--- src/lyndon_word_generator_assert.svh ---
// Assertion macros for the Lyndon word generator.
// All checks run on i_clk and are held off while i_rst_n is low.
`ifndef LYNDON_WORD_GENERATOR_ASSERT_SVH
`define LYNDON_WORD_GENERATOR_ASSERT_SVH

// Same-cycle implication
`define LWG_ASSERT_NOW(lbl, ante, cons) \
    lbl: assert property (@(posedge i_clk) disable iff (!i_rst_n) (ante) |-> (cons)) \
        else $error("lyndon_word_generator: same-cycle check failed");

// Next-cycle implication
`define LWG_ASSERT_NEXT(lbl, ante, cons) \
    lbl: assert property (@(posedge i_clk) disable iff (!i_rst_n) (ante) |=> (cons)) \
        else $error("lyndon_word_generator: next-cycle check failed");

`endif

--- src/lwg_pkg.sv ---
package lwg_pkg;

    // Configuration register layout
    localparam int ALPHA_W    = 5;
    localparam int WLEN_W     = 4;
    localparam int CFG_DATA_W = 5;
    localparam int CFG_IDX_W  = 1;

    localparam logic [CFG_IDX_W-1:0] CFG_ALPHABET = 1'd0;
    localparam logic [CFG_IDX_W-1:0] CFG_LENGTH   = 1'd1;

    localparam logic [ALPHA_W-1:0] ALPHA_RESET = 5'd2;
    localparam logic [WLEN_W-1:0]  WLEN_RESET  = 4'd12;

    // Controller to datapath
    typedef struct packed {
        logic load;     // request beat taken: clear found flag
        logic restart;  // with load: begin listing anew
        logic inc;      // start or increment last symbol
        logic ext_sel;  // read port points at len - period
        logic ext;      // copy one symbol periodically
        logic trim;     // drop one trailing maximal symbol
        logic finish;   // iteration over: latch exhaustion
    } t_cmd;

    // Datapath to controller
    typedef struct packed {
        logic exhausted;
        logic got;
        logic ext_done;
        logic trim_done;
        logic len_zero;
    } t_status;

endpackage

--- src/lyndon_word_generator.sv ---
// Channel   Handshake                   Payload
// request   i_in_valid / o_in_stall     i_restart
// result    o_out_valid / i_out_stall   o_word_symbols, o_found
// config    i_cfg_we                    i_cfg_index, i_cfg_data
//
// One request at a time. A request runs a load step and an evaluate step, then,
// per iteration, an increment step, an extend step and a trim step, then a
// result state; the extend and trim steps walk the symbol buffer one
// position a cycle through its single read port. Reset is synchronous, active low,
// and restarts the listing. A stalled result holds until taken.
`include "lyndon_word_generator_assert.svh"

module lyndon_word_generator import lwg_pkg::*; #(
    parameter int MAX_LENGTH  = 12,
    parameter int SYMBOL_BITS = 4
) (
    input  logic                              i_clk,
    input  logic                              i_rst_n,
    input  logic                              i_in_valid,
    output logic                              o_in_stall,
    input  logic                              i_restart,
    output logic                              o_out_valid,
    input  logic                              i_out_stall,
    output logic [MAX_LENGTH*SYMBOL_BITS-1:0] o_word_symbols,
    output logic                              o_found,
    input  logic                              i_cfg_we,
    input  logic [CFG_IDX_W-1:0]              i_cfg_index,
    input  logic [CFG_DATA_W-1:0]             i_cfg_data
);

    t_cmd    w_cmd;
    t_status w_status;

    lwg_ctrl u_ctrl (
        .i_clk       (i_clk),
        .i_rst_n     (i_rst_n),
        .i_in_valid  (i_in_valid),
        .o_in_stall  (o_in_stall),
        .i_restart   (i_restart),
        .o_out_valid (o_out_valid),
        .i_out_stall (i_out_stall),
        .i_status    (w_status),
        .o_cmd       (w_cmd)
    );

    lwg_datapath #(
        .MAX_LENGTH  (MAX_LENGTH),
        .SYMBOL_BITS (SYMBOL_BITS)
    ) u_datapath (
        .i_clk          (i_clk),
        .i_rst_n        (i_rst_n),
        .i_cfg_we       (i_cfg_we),
        .i_cfg_index    (i_cfg_index),
        .i_cfg_data     (i_cfg_data),
        .i_cmd          (w_cmd),
        .o_status       (w_status),
        .o_word_symbols (o_word_symbols)
    );

    assign o_found = w_status.got;

    // No new request while a result is pending
    `LWG_ASSERT_NOW(a_busy_while_result, o_out_valid, o_in_stall)
    // A miss carries an all-zero word
    `LWG_ASSERT_NOW(a_miss_is_zero, o_out_valid && !o_found, o_word_symbols == '0)
    // A taken request keeps the input side busy next cycle
    `LWG_ASSERT_NEXT(a_accept_then_busy, i_in_valid && !o_in_stall, o_in_stall)

endmodule

--- src/lwg_datapath.sv ---
module lwg_datapath import lwg_pkg::*; #(
    parameter int MAX_LENGTH  = 12,
    parameter int SYMBOL_BITS = 4
) (
    input  logic                              i_clk,
    input  logic                              i_rst_n,
    input  logic                              i_cfg_we,
    input  logic [CFG_IDX_W-1:0]              i_cfg_index,
    input  logic [CFG_DATA_W-1:0]             i_cfg_data,
    input  t_cmd                              i_cmd,
    output t_status                           o_status,
    output logic [MAX_LENGTH*SYMBOL_BITS-1:0] o_word_symbols
);

    localparam int LW  = $clog2(MAX_LENGTH + 1);
    localparam int AW  = (MAX_LENGTH > 1) ? $clog2(MAX_LENGTH) : 1;
    localparam int CAP = (SYMBOL_BITS >= 4) ? 16 : (1 << SYMBOL_BITS);

    logic [SYMBOL_BITS-1:0] r_buf [MAX_LENGTH];
    logic [LW-1:0]          r_len;
    logic [LW-1:0]          r_period;
    logic                   r_at_start;
    logic                   r_exhausted;
    logic                   r_got;
    logic [ALPHA_W-1:0]     r_alpha;
    logic [WLEN_W-1:0]      r_wlen;

    logic [ALPHA_W-1:0]     w_alpha;
    logic [SYMBOL_BITS-1:0] w_top;
    logic [4:0]             w_n5;
    logic [LW-1:0]          w_n;
    logic [LW-1:0]          w_rd_full;
    logic [AW-1:0]          w_rd_addr;
    logic [AW-1:0]          w_wr_addr;
    logic [SYMBOL_BITS-1:0] w_rd_data;

    // Saturate alphabet and length into their usable ranges
    always_comb begin
        w_alpha = r_alpha;
        if (w_alpha > ALPHA_W'(CAP)) begin
            w_alpha = ALPHA_W'(CAP);
        end
        if (w_alpha < ALPHA_W'(2)) begin
            w_alpha = ALPHA_W'(2);
        end
        w_top = SYMBOL_BITS'(w_alpha - ALPHA_W'(1));

        w_n5 = {1'b0, r_wlen};
        if (w_n5 > 5'(MAX_LENGTH)) begin
            w_n5 = 5'(MAX_LENGTH);
        end
        if (w_n5 == 5'd0) begin
            w_n5 = 5'd1;
        end
        w_n = LW'(w_n5);
    end

    // Single read port: len - period while extending, else len - 1
    assign w_rd_full = i_cmd.ext_sel ? (r_len - r_period) : (r_len - LW'(1));
    assign w_rd_addr = w_rd_full[AW-1:0];
    assign w_wr_addr = r_len[AW-1:0];

    always_comb begin
        w_rd_data = '0;
        for (int i = 0; i < MAX_LENGTH; i++) begin
            if (w_rd_addr == AW'(i)) begin
                w_rd_data = r_buf[i];
            end
        end
    end

    // Symbol buffer writes
    always_ff @(posedge i_clk) begin
        for (int i = 0; i < MAX_LENGTH; i++) begin
            if (i_cmd.inc && r_at_start) begin
                if (i == 0) begin
                    r_buf[i] <= '0;
                end
            end else if (i_cmd.inc && (w_rd_addr == AW'(i))) begin
                r_buf[i] <= w_rd_data + SYMBOL_BITS'(1);
            end else if (i_cmd.ext && (w_wr_addr == AW'(i))) begin
                r_buf[i] <= w_rd_data;
            end
        end
    end

    // Listing control and configuration
    always_ff @(posedge i_clk) begin
        if (!i_rst_n) begin
            r_alpha     <= ALPHA_RESET;
            r_wlen      <= WLEN_RESET;
            r_len       <= '0;
            r_period    <= '0;
            r_at_start  <= 1'b1;
            r_exhausted <= 1'b0;
            r_got       <= 1'b0;
        end else if (i_cfg_we) begin
            case (i_cfg_index)
                CFG_ALPHABET: r_alpha <= i_cfg_data[ALPHA_W-1:0];
                CFG_LENGTH:   r_wlen  <= i_cfg_data[WLEN_W-1:0];
                default:      r_alpha <= r_alpha;
            endcase
            r_len       <= '0;
            r_at_start  <= 1'b1;
            r_exhausted <= 1'b0;
        end else begin
            if (i_cmd.load) begin
                r_got <= 1'b0;
                if (i_cmd.restart) begin
                    r_len       <= '0;
                    r_at_start  <= 1'b1;
                    r_exhausted <= 1'b0;
                end
            end
            if (i_cmd.inc) begin
                if (r_at_start) begin
                    r_len      <= LW'(1);
                    r_period   <= LW'(1);
                    r_at_start <= 1'b0;
                    r_got      <= (w_n == LW'(1));
                end else begin
                    r_period <= r_len;
                    r_got    <= (r_len == w_n);
                end
            end
            if (i_cmd.ext) begin
                r_len <= r_len + LW'(1);
            end
            if (i_cmd.trim) begin
                r_len <= r_len - LW'(1);
            end
            if (i_cmd.finish && (r_len == '0)) begin
                r_exhausted <= 1'b1;
            end
        end
    end

    // Status back to the controller
    assign o_status.exhausted = r_exhausted;
    assign o_status.got       = r_got;
    assign o_status.ext_done  = !(r_len < w_n);
    assign o_status.trim_done = (r_len == '0) || (w_rd_data != w_top);
    assign o_status.len_zero  = (r_len == '0);

    // Packed word; zero past the word length and when nothing was found
    always_comb begin
        for (int i = 0; i < MAX_LENGTH; i++) begin
            o_word_symbols[i*SYMBOL_BITS +: SYMBOL_BITS] =
                (r_got && (LW'(i) < w_n)) ? r_buf[i] : '0;
        end
    end

endmodule

--- src/lwg_ctrl.sv ---
module lwg_ctrl import lwg_pkg::*; (
    input  logic    i_clk,
    input  logic    i_rst_n,
    input  logic    i_in_valid,
    output logic    o_in_stall,
    input  logic    i_restart,
    output logic    o_out_valid,
    input  logic    i_out_stall,
    input  t_status i_status,
    output t_cmd    o_cmd
);

    localparam logic [2:0] S_IDLE = 3'd0;
    localparam logic [2:0] S_EVAL = 3'd1;
    localparam logic [2:0] S_INC  = 3'd2;
    localparam logic [2:0] S_EXT  = 3'd3;
    localparam logic [2:0] S_TRIM = 3'd4;
    localparam logic [2:0] S_OUT  = 3'd5;

    logic [2:0] r_state;
    logic [2:0] n_state;

    assign o_in_stall  = (r_state != S_IDLE);
    assign o_out_valid = (r_state == S_OUT);

    // Next state and datapath commands
    always_comb begin
        n_state = r_state;
        o_cmd   = '0;
        case (r_state)
            S_IDLE: begin
                if (i_in_valid) begin
                    o_cmd.load    = 1'b1;
                    o_cmd.restart = i_restart;
                    n_state       = S_EVAL;
                end
            end
            S_EVAL: begin
                n_state = i_status.exhausted ? S_OUT : S_INC;
            end
            S_INC: begin
                o_cmd.inc = 1'b1;
                n_state   = S_EXT;
            end
            S_EXT: begin
                o_cmd.ext_sel = 1'b1;
                if (!i_status.ext_done) begin
                    o_cmd.ext = 1'b1;
                end else begin
                    n_state = S_TRIM;
                end
            end
            S_TRIM: begin
                if (!i_status.trim_done) begin
                    o_cmd.trim = 1'b1;
                end else begin
                    o_cmd.finish = 1'b1;
                    n_state = (i_status.got || i_status.len_zero) ? S_OUT : S_INC;
                end
            end
            S_OUT: begin
                if (!i_out_stall) begin
                    n_state = S_IDLE;
                end
            end
            default: n_state = S_IDLE;
        endcase
    end

    always_ff @(posedge i_clk) begin
        if (!i_rst_n) begin
            r_state <= S_IDLE;
        end else begin
            r_state <= n_state;
        end
    end

endmodule

--- config.mk ---
export PLATFORM = sky130hd
export DESIGN_NAME = lyndon_word_generator
export DESIGN_NICKNAME = d
export VERILOG_FILES = /design/src/lwg_pkg.sv /design/src/lyndon_word_generator.sv /design/src/lwg_datapath.sv /design/src/lwg_ctrl.sv
export VERILOG_INCLUDE_DIRS = /design/src /design/src/src
export SDC_FILE = /design/constraint.sdc
export NUM_CORES = 1
export LEC_CHECK = 0
export BUFFER_PORTS_ARGS = -buffer_cell sky130_fd_sc_hd__buf_2
export CORE_UTILIZATION = 45
export DETAILED_ROUTE_END_ITERATION = 8
export GPL_TIMING_DRIVEN = 1
export PLACE_DENSITY = 0.75
export SLEW_MARGIN = 20
export SYNTH_ARGS = -nofsm -noshare
export SYNTH_HDL_FRONTEND = slang
export SYNTH_HIERARCHICAL = 1
export SYNTH_SLANG_ARGS = --single-unit
--- constraint.sdc ---
create_clock -name i_clk -period 5.15 [get_ports i_clk]
set_clock_uncertainty 0.15 [all_clocks]
set_input_delay 1.2875 -clock i_clk [delete_from_list [all_inputs] [get_ports i_clk]]
set_output_delay 1.2875 -clock i_clk [all_outputs]
set_load 0.05 [all_outputs]
==> results of run 1 <==
==> final cells by class <==
type / count / area [um^2] / area share [%]
inverter: 22 / 82.58 / 1.393
tap: 143 / 178.9 / 3.018
clock buffer: 10 / 229.0 / 3.862
timing repair buffer: 72 / 385.4 / 6.499
sequential: 71 / 1902 / 32.07
clock inverter: 6 / 85.08 / 1.435
multi-input combinational: 469 / 3067 / 51.72
==> worst min path at each step <==
stage                           start                endpoint  slack [ns]
6_report       u_datapath/r_period[1]  u_datapath/r_period[1]        0.31
5_1_grt        u_datapath/r_period[2]  u_datapath/r_period[2]        0.34
4_1_cts        u_datapath/r_period[2]  u_datapath/r_period[2]        0.32
3_5_place_dp   u_datapath/r_period[2]  u_datapath/r_period[2]        0.31
3_3_place_gp   u_datapath/r_period[2]  u_datapath/r_period[2]        0.30
2_1_floorplan  u_datapath/r_period[2]  u_datapath/r_period[2]        0.29
==> timing repair <==
| action | in CTS | in global routing |
|---|---|---|
| hold buffers | 0 | 0 |
| endpoints found under the setup margin | 0 | 1 |
| resized for setup | 0 | 2 |
| hold endpoints to repair | 0 | 0 |
==> metrics by stage <==
| step | setup WS, ns | hold slack (ns) | instances |
|---|---|---|---|
| after global routing | 0.04867 | 0.3414 | 793 |
| after CTS | 0.2015 | 0.3183 | 792 |
| after detailed placement | 0.2698 | 0.3116 | 776 |
| after floorplan | 0.5023 | 0.2909 | 599 |
| after global placement | 0.5218 | 0.3010 | 776 |
| final | 0.3892 | 0.3139 | 793 |
==> worst reg2reg max path: stages (launching register included) <==
cell      delay [ns]
dfxtp_1         0.31
inv_1           0.18
ha_1            0.22
inv_1           0.06
fa_1            0.72
and3b_1         0.27
or2_2           0.39
a222oi_1        0.37
nor2b_1         0.19
o32ai_1         0.11
a31o_1          0.22
xnor2_1         0.16
nand4_1         0.23
nor2_4          0.28
nor2_1          0.12
a32o_1          0.22
a222oi_1        0.39
nor2_1          0.07
==> logic make-up after synthesis <==
kind of cell / count (synthesis) / synth area share [%]
AOI/OAI and AO/OA: 136 / 18.15
buffers and inverters: 59 / 5.325
DFF: 71 / 36.29
xor gates and xnor gates: 43 / 7.187
adders and majority gates: 14 / 3.486
and+or+nand+nor: 252 / 24.67
muxes: 24 / 4.895
==> sequential cells by signal, summed over array words and instances (netlist names) <==
register	flops
u_datapath/r_alpha	5
u_datapath/r_wlen	4
u_datapath/r_period	4
u_datapath/r_got	1
u_datapath/r_exhausted	1
u_datapath/r_at_start	1
u_datapath/r_len	4
u_ctrl/r_state	3
u_datapath/r_buf	48
==> where the power goes <==
part | leakage [nW] | switching [mW] | total (mW) | internal, mW
logic | 1.61 | 0.434 | 0.721 | 0.287
registers | 0.643 | 0.0474 | 0.721 | 0.673
clock network | 0.148 | 0.243 | 0.665 | 0.422
total | 2.40 | 0.724 | 2.11 | 1.38
==> cells in the final DEF, fill, tap and decap left out, drive strengths merged, types with 4 or more instances in the layout <==
cell type and instances:
inv 21, a21o 6, or2 6, dfxtp 23, nor2b 10, a21boi 6, xnor2 31, ha 13
a22o 4, or3 6, nand3 12, a211oi 6, a21oi 15, a222oi 4, mux2i 11, o22ai 4
edfxtp 48, xor2 12, nand2b 7, nand2 75, clkbuf 11, nor2 47, o21ai 47, nor3b 7
a22oi 5, nor3 13, buf 71, a32oi 4, a31oi 6, and2 36, and3 19, and3b 5
mux2 13
==> per-layer routing <==
metal  global-route usage [%]  vias to the layer above
met3                    4.209                       59
met1                    34.12                     2294
met2                    45.71                      249
li1                         -                     2236
met5                        0                        -
met4                    16.19                        0
==> impl_metrics.csv, run 1 <==
group,metric,value,unit
status,status,"complete, no violations",
timing,finalCriticalPeriod,4.761,ns
finish,fillerInstances,1042,
route,drc,0,
critical_path,worstPathArrival,4.84,ns
route,wl_met1,6530,um
grt,overflow,0,
critical_path,crit_type,"flop to flop",
route,wl_met3,1025,um
floorplan,die_y,109.9,um
critical_path,startpoint,"u_datapath/r_len[0]",
logic_synthesis,netlist_instances,599,
critical_path,r2r-start,"u_datapath/r_len[0]",
cts,numCtsBuffers,9,
grt,track_usage,27.67,%
cts,clk_latency,0.35,ns
logic_synthesis,synth_edf_count,48,
pwr,power,2.106,mW
pwr,peakVddDrop,0.2425,mV
grt,grt_pass1_wl,24260,um
grt,grt_max_degree,23,
route,vias_per_cell,6.101,
logic_synthesis,ys_types,74,
critical_path,slowest_stage,"fa_1",
pwr,power.leakage,2.401,nW
critical_path,cp-start-kind,"flop",
logic_synthesis,synth_nets,625,
critical_path,cpLargestDelayFamily,"simple AND/OR/NAND/NOR gates",
finish,final_util,52.15,%
logic_synthesis,synth_most_common_cell,"nand2_1",
logic_synthesis,synth_common_cells,"nand2_1 (75), edfxtp_1 (48), nor2_1 (47)",
placed_design,io_buffers,62,
cts,cts_setup_buffers,0,
min_path,whs_path_depth,2,
grt,antenna_found_initial,0,
floorplan,die_w,109.9,um
logic_synthesis,syn_avg_cell_area,8.748,um^2
logic_synthesis,yosysTopAreaCell,"edfxtp_1",
timing,relSlewSlack,39.74,%
timing,report.final.slew_viol_count,0,
logic_synthesis,synth_area,5240,um^2
grt,grt_pass1_vias,4464,
critical_path,crit_cells,17,
critical_path,r2r_end,"u_datapath/r_len[3]",
logic_synthesis,seq_area_frac_synth,36.29,%
min_path,hp-class,"flop to flop",
run,maxCapViolCount,0,
timing,timing.final.crit_share,92.44,%
critical_path,cp_max_fo,10,
critical_path,path_cells,"inv_1 > ha_1 > inv_1 > fa_1 > and3b_1 > or2_2 > a222oi_1 > nor2b_1 > o32ai_1 > a31o_1 > xnor2_1 > nand4_1 > nor2_4 > nor2_1 > a32o_1 > a222oi_1 > nor2_1",
pwr,p_per_area,355.2,nW/um^2
finish,antenna_cells,0,
timing,fin_setup_tns,0,ns
logic_synthesis,ys.flop_type,"edfxtp_1",
floorplan,row_count,39,
logic_synthesis,synthArstFlopShare,0,%
placed_design,hpwl,12310,um
floorplan,initial_utilization,46.09,%
placed_design,gp_congestion,1.032,
cts,cts_max_level,3,
critical_path,crit_end,"u_datapath/r_len[3]",
timing,fmax,0.2101,GHz
floorplan,io_pins,63,
route,ant_nets,0,
logic_synthesis,yosys_warnings,6,
finish,final_nets,671,
critical_path,ff2ff_path_depth,17,
finish,area_growth,13.16,%
placed_design,placed_area,5600,um^2
critical_path,r2r_slack,0.39,ns
critical_path,crit_required,5.22,ns
logic_synthesis,synth_area_leaders,"edfxtp_1 (28%), dfxtp_1 (8.8%), nand2_1 (5.4%)",
timing,setup_viol,0,
logic_synthesis,synth_seq_cells,71,
route,drt_pass1_iterations,5,
cts,clockBufferDepth,2,
cts,clkTransAtPathRegs,0.06,ns
cts,numClockSinks,71,
critical_path,slowest_delay,0.72,ns
timing,hold_violations,0,
route,drt_wl_total,16170,um
timing,rsz0062_at_grt,"false",
route,top_layer_used,"met4",
route,vias,4838,
floorplan,dieArea,12080,um^2
route,wire_per_inst,20.39,um
finish,drive_gt1_share,17.85,%
critical_path,crit_buf_inv,2,
finish,fin_area,5929,um^2
cts,cts-root-buf,"clkbuf_16",
logic_synthesis,yosysTopAreaCellShare,27.51,%
floorplan,core,11370,um^2
cts,cts_tree,"done",
route,wl_met2,7942,um
route,drt_iter0_drc,497,
timing,worstMarginPinSlew,0.8945,ns
critical_path,end_kind,"flop",
Note: power is estimated with default switching activity, not from simulation.
==> inputs of run 2 (changes only) <==
--- a/config.mk
+++ b/config.mk
@@ -10,7 +10,6 @@
 export CORE_UTILIZATION = 45
 export DETAILED_ROUTE_END_ITERATION = 8
 export GPL_TIMING_DRIVEN = 1
-export PLACE_DENSITY = 0.75
 export SLEW_MARGIN = 20
 export SYNTH_ARGS = -nofsm -noshare
 export SYNTH_HDL_FRONTEND = slang
==> run 2 against run 1 <==
Routed wire length is 1.3% higher. Critical path type unchanged. Global-route usage is 1.4 points higher. Sequential power about the same. Sequential share of layout area up 0.11 points. First-iteration DRC count is 31% lower. Critical path depth unchanged. Worst hold slack improved by 0.0018 ns. Die area did not move. Non-clock buffer count increased by 1. Register-to-register slack barely moved.
==> impl_metrics.csv, run 2 (synthesis gave the netlist of run 1 again) <==
group,metric,value,unit
status,status,"complete, no violations",
cts,cts_tree,"done",
critical_path,slowest_delay,0.74,ns
finish,fin_area,5909,um^2
finish,area_growth,12.77,%
finish,stdcell_count,794,
finish,drive_gt1_share,17.82,%
timing,timing.final.crit_share,92.22,%
timing,hold_violations,0,
timing,fmax,0.2105,GHz
run,maxCapViolCount,0,
critical_path,worstPathArrival,4.82,ns
critical_path,crit_required,5.22,ns
placed_design,gp_congestion,0.9609,
pwr,peakVddDrop,0.2843,mV
finish,regArea,1902,um^2
cts,clk_latency,0.35,ns
floorplan,dieArea,12080,um^2
floorplan,row_count,39,
placed_design,placed_cells_incl_taps,778,
route,vias_per_cell,5.950,
timing,rsz0062_at_grt,"false",
floorplan,die_y,109.9,um
min_path,hp-class,"flop to flop",
finish,final_common_cell,"nand2_1",
timing,setup_viol,0,
cts,numClockSinks,71,
grt,overflow,0,
floorplan,core,11370,um^2
route,drc,0,
floorplan,io_pins,63,
timing,relSlewSlack,27.31,%
timing,finalCriticalPeriod,4.749,ns
timing,hold_ws,0.3157,ns
route,vias,4724,
critical_path,crit_type,"flop to flop",
grt,grt_pass1_vias,4448,
grt,track_usage,29.04,%
critical_path,slowest_stage,"fa_1",
grt,grt_max_degree,23,
floorplan,initial_utilization,46.09,%
critical_path,cp_max_fo,10,
route,wire_per_inst,20.64,um
floorplan,die_w,109.9,um
cts,clockBufferDepth,2,
finish,largest_reg_flops,48,
pwr,power,2.063,mW
finish,final_nets,672,
cts,numCtsBuffers,9,
finish,final_cell_mix,"nand2_1 (75), buf_2 (62), edfxtp_1 (48)",
pwr,p_per_area,349.1,nW/um^2
finish,multi_input_area,3062,um^2
cts,cts_max_level,3,
critical_path,cp-start-kind,"flop",
critical_path,path_cells,"inv_1 > ha_1 > inv_1 > fa_1 > and3b_1 > or2_2 > a222oi_1 > nor2b_1 > o32ai_1 > a31o_1 > xnor2_1 > nand4_1 > nor2_2 > nor2_1 > a32o_1 > a222oi_1 > nor2_1",
route,ant_nets,0,
route,drt_wl_total,16390,um
route,drt_pass1_iterations,7,
critical_path,end_kind,"flop",
placed_design,dp_slack,0.3680,ns
critical_path,cpLargestDelayFamily,"simple AND/OR/NAND/NOR gates",
finish,antenna_cells,0,
grt,grt_pass1_wl,25330,um
finish,reg_top3,"u_datapath/r_buf: 48 flops, u_datapath/r_alpha: 5 flops",
cts,cts-root-buf,"clkbuf_16",
timing,worstMarginPinSlew,1.090,ns
timing,fin_setup_tns,0,ns
critical_path,crit_buf_inv,2,
placed_design,hpwl,12470,um
timing,finalWorstSetupSlack,0.4005,ns
route,drt_iter0_drc,343,
placed_design,placed_area,5615,um^2
timing,report.final.slew_viol_count,0,
grt,antenna_found_initial,0,
finish,final_util,51.98,%
pwr,power.leakage,2.392,nW
finish,fillerInstances,1083,
cts,clkTransAtPathRegs,0.05,ns
placed_design,io_buffers,62,
finish,largest-register,"u_datapath/r_buf",
## run 2: area by class of cell
class	instances	share of cell area, %
Sequential cell	71	32.18
Timing Repair Buffer	73	6.648
Inverter	22	1.397
Clock inverter	6	1.059
Multi-Input combinational cell	469	51.81
Clock buffer	10	3.875
Tap cell	143	3.028
## run 2: worst reg2reg max path, delay by kind of cell, from the launching register on
kind,cells,cell delay [ns]
buf+inv,2,0.23
fa+ha+maj,2,0.95
simple gates,7,1.55
flops,1,0.30
xor+xnor,1,0.15
compound gates,5,1.29
## run 2: report_power, final
group          internal, mW  total (mW)  switching, mW
Combinational         0.287       0.720          0.433
Sequential            0.673       0.722         0.0490
Clock                 0.373       0.621          0.248
## run 2: final timing paths
| path | from | end | slack [ns] | cells after the start |
|---|---|---|---|---|
| min | u_datapath/r_period[1] | u_datapath/r_period[1] | 0.32 | 2 |
| max reg2reg | u_datapath/r_len[0] | u_datapath/r_len[3] | 0.40 | 17 |
| max | u_datapath/r_len[0] | u_datapath/r_len[3] | 0.40 | 17 |
| min reg2reg | u_datapath/r_period[1] | u_datapath/r_period[1] | 0.32 | 2 |
## run 2: what timing repair did
action,4_1_cts,5_1_grt
resized for setup,0,1
setup endpoints to repair,0,1
hold endpoints to repair,0,0
hold buffers,0,0
buffers inserted,0,0
## run 2: routing by layer
layer | part of all wire [%] | vias to the layer above | wire, um | GRT usage, %
li1 | - | 2236 | - | -
met1 | 44 | 2243 | 7132 | 40.13
met2 | 45 | 213 | 7430 | 43.93
met3 | 8.0 | 32 | 1305 | 4.861
met4 | 3.2 | 0 | 519 | 13.71
met5 | 0 | - | 0 | 0
